### config.mk
export PLATFORM = sky130hd
export DESIGN_NAME = maub_queue
export DESIGN_NICKNAME = d
export VERILOG_FILES = /design/src/hdl/maub_pkg.sv /design/src/hdl/maub_queue.sv
export SDC_FILE = /design/constraint.sdc
export NUM_CORES = 1
export LEC_CHECK = 0
export BUFFER_PORTS_ARGS = -buffer_cell sky130_fd_sc_hd__buf_2
export CORE_ASPECT_RATIO = 1.25
export CORE_MARGIN = 3
export CORE_UTILIZATION = 51
export DETAILED_ROUTE_END_ITERATION = 10
export HOLD_SLACK_MARGIN = 0.1
export MAX_ROUTING_LAYER = met4
export PLACE_DENSITY_LB_ADDON = 0.15
export SETUP_SLACK_MARGIN = 0.15
export SYNTH_ARGS = -nofsm -noshare
export SYNTH_HDL_FRONTEND = slang
export SYNTH_SLANG_ARGS = --single-unit
### constraint.sdc
create_clock -name clk -period 1.5 [get_ports clk]
set_clock_uncertainty 0.15 [all_clocks]
set_input_delay 0.15 -clock clk [delete_from_list [all_inputs] [get_ports clk]]
set_output_delay 0.15 -clock clk [all_outputs]
set_load 0.02 [all_outputs]
### src/hdl/maub_pkg.sv
// Shared types and constants for the majority-ack uniform broadcast block.
package maub_pkg;

	localparam int MAX_PROCESSES_DEF = 16;
	localparam int SEQ_SLOTS_DEF     = 1024;

	localparam int SRC_W      = 4;
	localparam int SEQ_W      = 10;
	localparam int ID_W       = 4;
	localparam int PC_W       = 5;
	localparam int CFG_IDX_W  = 2;
	localparam int CFG_DATA_W = 5;
	localparam int DATA_W     = 24;
	localparam int IN_USER_W  = 1;
	localparam int OUT_USER_W = 3;
	localparam int FIELD_W    = SRC_W + SEQ_W + ID_W;

	localparam int QUEUE_DEPTH = 4;
	localparam int QPTR_W      = $clog2(QUEUE_DEPTH);

	localparam logic [PC_W-1:0] PC_RESET  = PC_W'(16);
	localparam logic [ID_W-1:0] OWN_RESET = '0;

	localparam logic OP_RECEIVE   = 1'b0;
	localparam logic OP_BROADCAST = 1'b1;

	typedef enum logic [CFG_IDX_W-1:0] {
		REG_PROCESS_COUNT = 2'd0,
		REG_OWN_ID        = 2'd1
	} reg_idx_t;

	// classified item as it sits in the queue
	typedef struct packed {
		logic             op;
		logic             error;
		logic [SRC_W-1:0] src;
		logic [SEQ_W-1:0] seq;
		logic [ID_W-1:0]  snd;
	} item_t;

	// result flags, send in bit 0
	typedef struct packed {
		logic error;
		logic deliver;
		logic send;
	} flags_t;

	// result payload, source in the low bits
	typedef struct packed {
		logic [ID_W-1:0]  sender;
		logic [SEQ_W-1:0] seq;
		logic [SRC_W-1:0] source;
	} res_data_t;

endpackage

### src/hdl/maub_queue.sv
// Short FIFO between the classifying front and the table back end.
module maub_queue (
	input  logic            clk,
	input  logic            arst_n,
	input  logic            push,
	input  maub_pkg::item_t push_item,
	output logic            full,
	input  logic            pop,
	output logic            not_empty,
	output maub_pkg::item_t head
);
	import maub_pkg::*;

	item_t             entries_q [QUEUE_DEPTH];
	logic [QPTR_W-1:0] wr_ptr_q;
	logic [QPTR_W-1:0] rd_ptr_q;
	logic [QPTR_W:0]   count_q;

	assign full      = (count_q == (QPTR_W+1)'(QUEUE_DEPTH));
	assign not_empty = (count_q != '0);
	assign head      = entries_q[rd_ptr_q];

	always_ff @(posedge clk or negedge arst_n) begin
		if (!arst_n) begin
			wr_ptr_q <= '0;
			rd_ptr_q <= '0;
			count_q  <= '0;
		end else begin
			if (push)
				wr_ptr_q <= wr_ptr_q + 1'b1;
			if (pop)
				rd_ptr_q <= rd_ptr_q + 1'b1;
			if (push && !pop)
				count_q <= count_q + 1'b1;
			else if (pop && !push)
				count_q <= count_q - 1'b1;
		end
	end

	always_ff @(posedge clk) begin
		if (push)
			entries_q[wr_ptr_q] <= push_item;
	end

endmodule

# Word level (Yosys, flattened, before mapping)
# Memories as Yosys holds them, arrays and structs flattened.
# Cells that the tools add are included.
# totals
ff_bits	7
ram_bits	80
inputBits	24
output_inout_bits	22
word_cells	19
n_memories	1
# mem_list
name	words	word_bits	rd	rd_ports_with_merged_regs	wr	line	source
entries_q	4	20	1	0	1	maub_queue.sv:14	item_t entries_q [QUEUE_DEPTH];
# classes
n_addsub	4
eq_ne	1
muxes	4
reduce_logical	6
# op_table
op	count
$mux W3	2
$add A2 B1 Y2 const B	2
$add A3 B1 Y3 const B	1
$eq A3 B3 Y1 const B	1
$reduce_bool A3 Y1	1
$sub A3 B1 Y3 const B	1
$logic_and A1 B1 Y1	2
$logic_not A1 Y1	2
$mux W1	2
$reduce_bool A2 Y1	1

# Longest topological paths before layout
# Gate-level depths: netlist (run 1).
# depth
word_depth	4
mapped_depth	7
mapped_depth_nobuf	7

# Worst setup path before layout (run 1)
# No wires, ideal clock.
# synth_timing
kind	register to register
from	register wr_ptr_q[0]
to	memory entries_q[0][0] (netlist name) (enable)
setup_time_ns	0.378
arrival_time_ns	1.142
t_required_ns	0.972
setup_slack_ns	-0.170
stages_incl_launch_ff	4
path_buffers	0
synth_period_minus_slack_ns	1.670
path_cell_list	dfrtp_1 inv_1 ha_1 and2_1
# synth_rtl
item	line	source
start: declaration	maub_queue.sv:15	logic [QPTR_W-1:0] wr_ptr_q;
start signal: assignment	maub_queue.sv:30	wr_ptr_q <= wr_ptr_q + 1'b1;
end: declaration	maub_queue.sv:14	
# Straight into the memory's write port.

==> results of run 1 <==
[power groups by stage]
stage / clock network (mW) / logic, mW / registers (mW)
global placement: 0 / 2.53 / 3.41
detailed placement: 0 / 2.58 / 3.45
global route: 1.47 / 3.55 / 3.43
CTS: 1.37 / 3.31 / 3.37
finish: 1.34 / 3.36 / 3.39
floorplan: 0 / 1.81 / 3.38
[layout by cell type, fill, tap and decap left out, drive strengths merged]
cell type / count
dlygate4sd3: 24
clkinv: 5
nor2: 1
ha: 5
dfrtp: 7
buf: 64
o21ai: 1
mux2: 1
or3: 1
xor2: 4
edfxtp: 80
clkbuf: 9
and2: 16
xnor2: 2
inv: 5
mux4: 20
fa: 1
nor3b: 1
clkinvlp: 1
nand2: 2
[worst paths after layout]
path / startpoint / to / slack (ns) / cells after the start
max in group asynchronous: arst_n / rd_ptr_q[0]$_DFFE_PN0P_ / 0.31 / 3
setup / recovery: rd_ptr_q[0]$_DFFE_PN0P_ / head[11] / -0.45 / 3
hold reg to reg: count_q[2]$_DFFE_PN0P_ / count_q[2]$_DFFE_PN0P_ / 0.42 / 2
setup reg to reg: count_q[0]$_DFFE_PN0P_ / count_q[2]$_DFFE_PN0P_ / -0.05 / 5
hold / removal: push / count_q[1]$_DFFE_PN0P_ / 0.10 / 3
min in group asynchronous: arst_n / count_q[2]$_DFFE_PN0P_ / 0.62 / 3
[metal layers]
| metal | share of wire, % | routed length, um | GRT usage [%] |
|---|---|---|---|
| met5 | 0 | 0 | - |
| met4 | 1.8 | 115 | 9.050 |
| met3 | 5.4 | 347 | 3.277 |
| met2 | 54 | 3486 | 32.29 |
| met1 | 39 | 2533 | 22.76 |
[stage by stage]
stage | hold slack, ns | TNS (ns) | instance area [sq um]
after floorplan | -0.2956 | 0 | 3309
after global placement | -0.1586 | -1.358 | 3689
after detailed placement | -0.1543 | -1.991 | 3689
after CTS | 0.09354 | -8.346 | 4349
after global routing | 0.09449 | -9.588 | 4364
final | 0.1027 | -8.209 | 4364
[cells in the mapped netlist]
cell,instances,area share [%]
sky130_fd_sc_hd__and2_1,4,0.76
sky130_fd_sc_hd__buf_2,2,0.30
sky130_fd_sc_hd__buf_6,2,0.69
sky130_fd_sc_hd__dfrtp_1,7,5.3
sky130_fd_sc_hd__edfxtp_1,80,73
sky130_fd_sc_hd__fa_1,1,0.61
sky130_fd_sc_hd__ha_1,5,1.9
sky130_fd_sc_hd__inv_1,4,0.46
sky130_fd_sc_hd__mux2_2,1,0.34
sky130_fd_sc_hd__mux4_1,2,1.6
sky130_fd_sc_hd__mux4_2,18,12
sky130_fd_sc_hd__nand2_1,2,0.23
sky130_fd_sc_hd__nor2_1,1,0.11
sky130_fd_sc_hd__nor3b_1,1,0.23
sky130_fd_sc_hd__o21ai_0,1,0.15
sky130_fd_sc_hd__or3_1,1,0.19
sky130_fd_sc_hd__xnor2_1,2,0.53
sky130_fd_sc_hd__xor2_1,4,1.1
[worst max-delay path: stages, from the launching register on]
cell	delay, ns
sky130_fd_sc_hd__dfrtp_2	0.43
sky130_fd_sc_hd__buf_4	0.19
sky130_fd_sc_hd__mux4_2	0.52
sky130_fd_sc_hd__buf_2	0.17
[state kept, by name (all words and copies together), names as in the netlist]
register / cells
rd_ptr_q: 2
count_q: 3
wr_ptr_q: 2
entries_q: 80
[layout make-up]
class	instances	area, sq um	share of cell area (%)
clock buffers	9	123.9	2.838
clock inverters	7	38.79	0.8888
inverters	4	20.02	0.4587
multi-input cells	55	848.3	19.44
flip-flops and latches	87	2579	59.09
well taps	85	106.4	2.437
repair buffers	88	648.1	14.85
[what timing repair did]
item,4_1_cts,5_1_grt
hold endpoints to repair,90,1
resized for setup,33,2
setup endpoints to repair,104,80
cloned,12,0
pin swaps,7,3
buffers inserted,9,1
[kinds of logic (layout without fill, tap and decap cells)]
logic type / Yosys count / in the layout / share of synthesized area, %
AOI/OAI and AO/OA: 1 / 1 / 0.1522
xor gates and xnor gates: 6 / 6 / 1.600
adders and majority gates: 6 / 6 / 2.514
buffers and inverters: 8 / 108 / 1.447
DFF: 87 / 87 / 78.48
muxes: 21 / 21 / 14.29
and+or+nand+nor: 9 / 21 / 1.524
==> results.ini, run 1 <==
[drt]
postRouteWirelength_um = 6483
drtPass1Iterations = 4
wl_per_cell_um = 19.35
detail-route-antenna-nets = 0
drt_drc_violations_left = 0
initialDrtViolationCount = 150
detailroute.via_count = 1787
vias_per_cell = 5.334

[clock_network]
clock-root-buffer = sky130_fd_sc_hd__clkbuf_8
cts_inserted_buffers = 9
tritoncts_clock_tree = built
clock_path_buffers = 2
tritoncts_num_sinks = 87
clock_insertion_delay_worst_skew_ns = 0.33
post_cts_hold_buffer_count = 24
clk_pin_slew_worst_paths_ns = 0.08
cts_max_level = 3

[cells_and_area]
layout.core_utilization_pct = 70.32
nets = 275
stdcell_count = 335
fill_cells = 378
diodes = 0
area_delta_synth_final_pct = 32.88
post_route_cells_drive_above_1_share_pct = 50.00

[synth]
synth.net_count = 168
synth.ff_latch_count = 87
yosys.cell_types.count = 18
post_synth.cell_area_avg_sq_um = 23.80
synth-seq-area-share_pct = 78.48
netlist_area_sq_um = 3284
netlist_instances = 138
ys.warnings.count = 0

[floorplanning]
placeableCoreArea_sq_um = 6206
start_util_pct = 52.92
top_level_ports = 46
fp.dieArea_sq_um = 7445
floorplan.die.width_um = 77.78
placement_rows = 32
die-height_um = 95.72

[placed_design]
dp_cells = 273
port_buffers = 45
hpwl_um = 3506
detailedPlace.worstSlack_ns = -0.1484
place_congestion = 0.6745

[critical_path]
crit_type = reg -> out
arrival_ns = 1.65
worst_ep_required_time_ns = 1.20
category_of_the_worst_setup_path_launch_point = flip-flop
cp-end-kind = output pin
maximum_fanout_along_the_worst_path = 6

[power]
intPower_mw = 5.431
pwr-share-comb_pct = 41.5
vdd.ir_drop.worst_mv = 1.150
powerDensity_nw_per_um2 = 1851
share_seq_of_total_power_pct = 41.9
power.leakage_nw = 1.594
power.net_switching_mw = 2.648
report.power.total_mw = 8.079
clk_network_pwr_share_pct = 16.6
p_sw_share_pct = 32.78

[timing]
min_period_over_period_pct = 130.1
number_of_endpoints_with_negative_hold_slack_in_the_final_report = 0
postLayoutSetupSlackWorst_ns = -0.4510
clock.fmax_ghz = 0.5126
setup_viol = 24
maxSlewViolCount = 0
grt_setup_unrepaired = yes
worstMarginPinSlew_ns = 0.3373
timing.slew.headroom_pct = 77.44
min_period_ns = 1.951

[global_routing]
number_of_antenna_violations_at_the_first_check_in_global_routing = 0
grt_pass1_vias = 1858
wire_length_of_the_first_global_routing_pass_um = 9867
grt_util_all_layers_pct = 19.17
grt_start_max_net_pins = 20
grt_overflow_total = 0

[hold_path]
holdCritPathClass = in -> reg

[run]
max_cap_violations = 0

[status]
outcome = complete, but fails checks
failed_checks = setup timing

No activity file was read; power rests on OpenSTA's default activity.
==> run 2, diff against run 1 <==
--- a/config.mk
+++ b/config.mk
@@ -8,11 +8,11 @@
 export BUFFER_PORTS_ARGS = -buffer_cell sky130_fd_sc_hd__buf_2
 export CORE_ASPECT_RATIO = 1.25
 export CORE_MARGIN = 3
-export CORE_UTILIZATION = 51
+export CORE_UTILIZATION = 60
 export DETAILED_ROUTE_END_ITERATION = 10
 export HOLD_SLACK_MARGIN = 0.1
 export MAX_ROUTING_LAYER = met4
-export PLACE_DENSITY_LB_ADDON = 0.15
+export PLACE_DENSITY = 0.83
 export SETUP_SLACK_MARGIN = 0.15
 export SYNTH_ARGS = -nofsm -noshare
 export SYNTH_HDL_FRONTEND = slang
==> constraint.sdc (replaced) <==
create_clock -name clk -period 2.3 [get_ports clk]
set_clock_uncertainty 0.15 [all_clocks]
set_input_delay 0.23 -clock clk [delete_from_list [all_inputs] [get_ports clk]]
set_output_delay 0.23 -clock clk [all_outputs]
set_load 0.02 [all_outputs]
==> run 2 against run 1 <==
Effect of this change: the run now ends clean; register-to-register slack improved by 0.82 ns; first-iteration DRC count is 11% higher; flip-flop and latch count unchanged; final cell count is 12% lower; largest cell class unchanged; combinational power decreased by 49%; global-route usage is 2.8 points higher; worst setup slack better by 0.70 ns; critical endpoint is now head[16]; power decreased by 37%.
==> results.ini, run 2 (synthesis gave the netlist of run 1 again) <==
[status]
outcome = completed

[hold_path]
worst_hold_path.num_cells = 1  ; -2
holdCritPathClass = reg -> reg
worst_hold_path.endpoint = count_q[2]$_DFFE_PN0P_
timing.hold.worst.start = count_q[2]$_DFFE_PN0P_

[critical_path]
maximum_fanout_along_the_worst_path = 6  ; unchanged
arrival_ns = 1.67  ; +0.02 ns
setup.reg_to_reg.worst_slack_ns = 0.77  ; +0.82 ns
worst_ep_required_time_ns = 1.92  ; +0.72 ns
cp-end-kind = output pin
worst_reg_to_reg_path_cell_count = 4  ; -1
category_of_the_worst_setup_path_launch_point = flip-flop
crit_type = reg -> out
regToRegEndpoint = count_q[2]$_DFFE_PN0P_
rr_startpoint = count_q[0]$_DFFE_PN0P_

[power]
powerDensity_nw_per_um2 = 1226  ; -34%
vdd.ir_drop.worst_mv = 0.8549  ; -26%
p_sw_share_pct = 31.26  ; -1.5 points
pwr-share-comb_pct = 33.6  ; -7.9 points
intPower_mw = 3.475  ; -36%
power.net_switching_mw = 1.580  ; -40%
share_seq_of_total_power_pct = 43.9  ; +2.0 points
report.power.total_mw = 5.056  ; -37%
clk_network_pwr_share_pct = 22.5  ; +5.9 points
power.leakage_nw = 1.519  ; -4.7%

[timing]
maxSlewViolCount = 0  ; unchanged
number_of_endpoints_with_negative_hold_slack_in_the_final_report = 0  ; unchanged
timing.slew.headroom_pct = 74.85  ; -2.6 points
min_period_over_period_pct = 89.27
clock.fmax_ghz = 0.4871
holdWs_ns = 0.3411  ; +0.2383 ns
totalNegativeSetupSlack_ns = 0  ; +8.209 ns
min_period_ns = 2.053
grt_setup_unrepaired = no
worstMarginPinSlew_ns = 0.3760  ; +0.03866 ns
setup_viol = 0  ; -100%

[drt]
vias_per_cell = 5.656  ; +6.0%
detailroute.via_count = 1663  ; -6.9%
postRouteWirelength_um = 5870  ; -9.5%
wl_per_cell_um = 19.97  ; +3.2%
detail-route-antenna-nets = 0  ; unchanged
initialDrtViolationCount = 167  ; +11%
drtPass1Iterations = 4  ; unchanged
drt_drc_violations_left = 0  ; unchanged

[cells_and_area]
largestRegisters = entries_q x80, count_q x3
layout_common_cells = sky130_fd_sc_hd__edfxtp_1, sky130_fd_sc_hd__buf_2, sky130_fd_sc_hd__dlygate4sd3_1
nets = 257  ; -6.5%
diodes = 0  ; unchanged
largest_register = entries_q
area_delta_synth_final_pct = 25.56
post_route_cells_drive_above_1_share_pct = 40.09  ; -9.9 points
largest_reg_flops = 80  ; unchanged
finalInstanceArea_sq_um = 4124  ; -5.5%
layout.core_utilization_pct = 79.48  ; +9.2 points
layout_commonest_cell = sky130_fd_sc_hd__edfxtp_1

[placed_design]
port_buffers = 45  ; unchanged
hpwl_um = 3715  ; +6.0%
place_congestion = 0.7088  ; +5.1%
placed_cell_area_sq_um = 3657  ; -0.85%

[floorplanning]
top_level_ports = 46  ; unchanged
start_util_pct = 63.30  ; +10 points
die-height_um = 88.72  ; -7.3%
fp.dieArea_sq_um = 6403  ; -14%
placeableCoreArea_sq_um = 5189  ; -16%
placement_rows = 29  ; -9.4%
floorplan.die.width_um = 72.18  ; -7.2%

[clock_network]
cts_max_level = 3  ; unchanged
clock_path_buffers = 2  ; unchanged
cts_inserted_buffers = 9  ; unchanged
clock-root-buffer = sky130_fd_sc_hd__clkbuf_8
tritoncts_num_sinks = 87  ; unchanged
tritoncts_clock_tree = built
clk_pin_slew_worst_paths_ns = 0.08  ; about the same
clock_insertion_delay_worst_skew_ns = 0.34  ; about the same

[global_routing]
wire_length_of_the_first_global_routing_pass_um = 9494  ; -3.8%
grt_pass1_vias = 1858  ; unchanged
grt_util_all_layers_pct = 22.00  ; +2.8 points
number_of_antenna_violations_at_the_first_check_in_global_routing = 0  ; unchanged
grt_start_max_net_pins = 16  ; -20%
grt_overflow_total = 0  ; unchanged

[run]
max_cap_violations = 0  ; unchanged

run 2: changes by cell type in the layout (fill, tap and decap cells not counted), sizes merged:
cell,previous run,this run
inv,5,6
buf,64,58
and2,16,4
clkinv,5,2
bufinv,0,2
run 2: stage by stage:
| stage | worst slack [ns] | cells |
|---|---|---|
| after floorplan | 0.6302 | 138 |
| after global placement | 0.4422 | 253 |
| after detailed placement | 0.3785 | 253 |
| after CTS | 0.2438 | 294 |
| after global routing | 0.1877 | 294 |
| final | 0.2468 | 294 |
run 2: worst max-delay path: stages, from the launching register on:
cell and delay [ns]:
sky130_fd_sc_hd__dfrtp_2 0.42, sky130_fd_sc_hd__buf_4 0.20, sky130_fd_sc_hd__mux4_2 0.52, sky130_fd_sc_hd__buf_2 0.18
run 2: timing repair:
item / 4_1_cts / 5_1_grt
setup endpoints to repair: 16 / 0
endpoints found under the hold margin: 91 / 0
gates resized for setup: 1 / 0
hold buffers: 24 / 0
buffers inserted: 1 / 0
run 2: worst max-delay path by stage:
stage | startpoint | to | slack [ns] | cells past startpoint
floorplan | wr_ptr_q[0]$_DFFE_PN0P_ | entries_q[0][0]$_DFFE_PP_ | 0.63 | 3
global placement | rd_ptr_q[0]$_DFFE_PN0P_ | head[15] | 0.44 | 3
detailed placement | rd_ptr_q[0]$_DFFE_PN0P_ | head[15] | 0.38 | 3
CTS | rd_ptr_q[0]$_DFFE_PN0P_ | head[15] | 0.24 | 3
global route | rd_ptr_q[0]$_DFFE_PN0P_ | head[16] | 0.19 | 3
finish | rd_ptr_q[0]$_DFFE_PN0P_ | head[16] | 0.25 | 3
run 2: power by group through the flow:
stage / logic, mW / registers, mW / clock network (mW)
final: 1.70 / 2.22 / 1.14
after global routing: 1.83 / 2.26 / 1.22
after CTS: 1.73 / 2.22 / 1.15
after detailed placement: 1.66 / 2.27 / 0
after global placement: 1.60 / 2.23 / 0
after floorplan: 1.15 / 2.21 / 0
run 2: area by class of cell:
type / instances / area (sq um)
Sequential cell: 87 / 2579
Fill cell: 261 / 1065
Multi-Input combinational cell: 43 / 659.4
Timing Repair Buffer: 82 / 575.6
Clock buffer: 9 / 123.9
Clock inverter: 7 / 93.84
Tap cell: 62 / 77.57
Inverter: 4 / 15.01
run 2: per-layer routing:
layer  vias to the layer above  global-route usage, %  part of all wire (%)
li1                        742                      -                     -
met1                       859                  24.71                    38
met2                        43                  36.62                    55
met3                        19                  6.136                   4.1
met4                         0                  10.09                   2.8
met5                         -                      -                     0
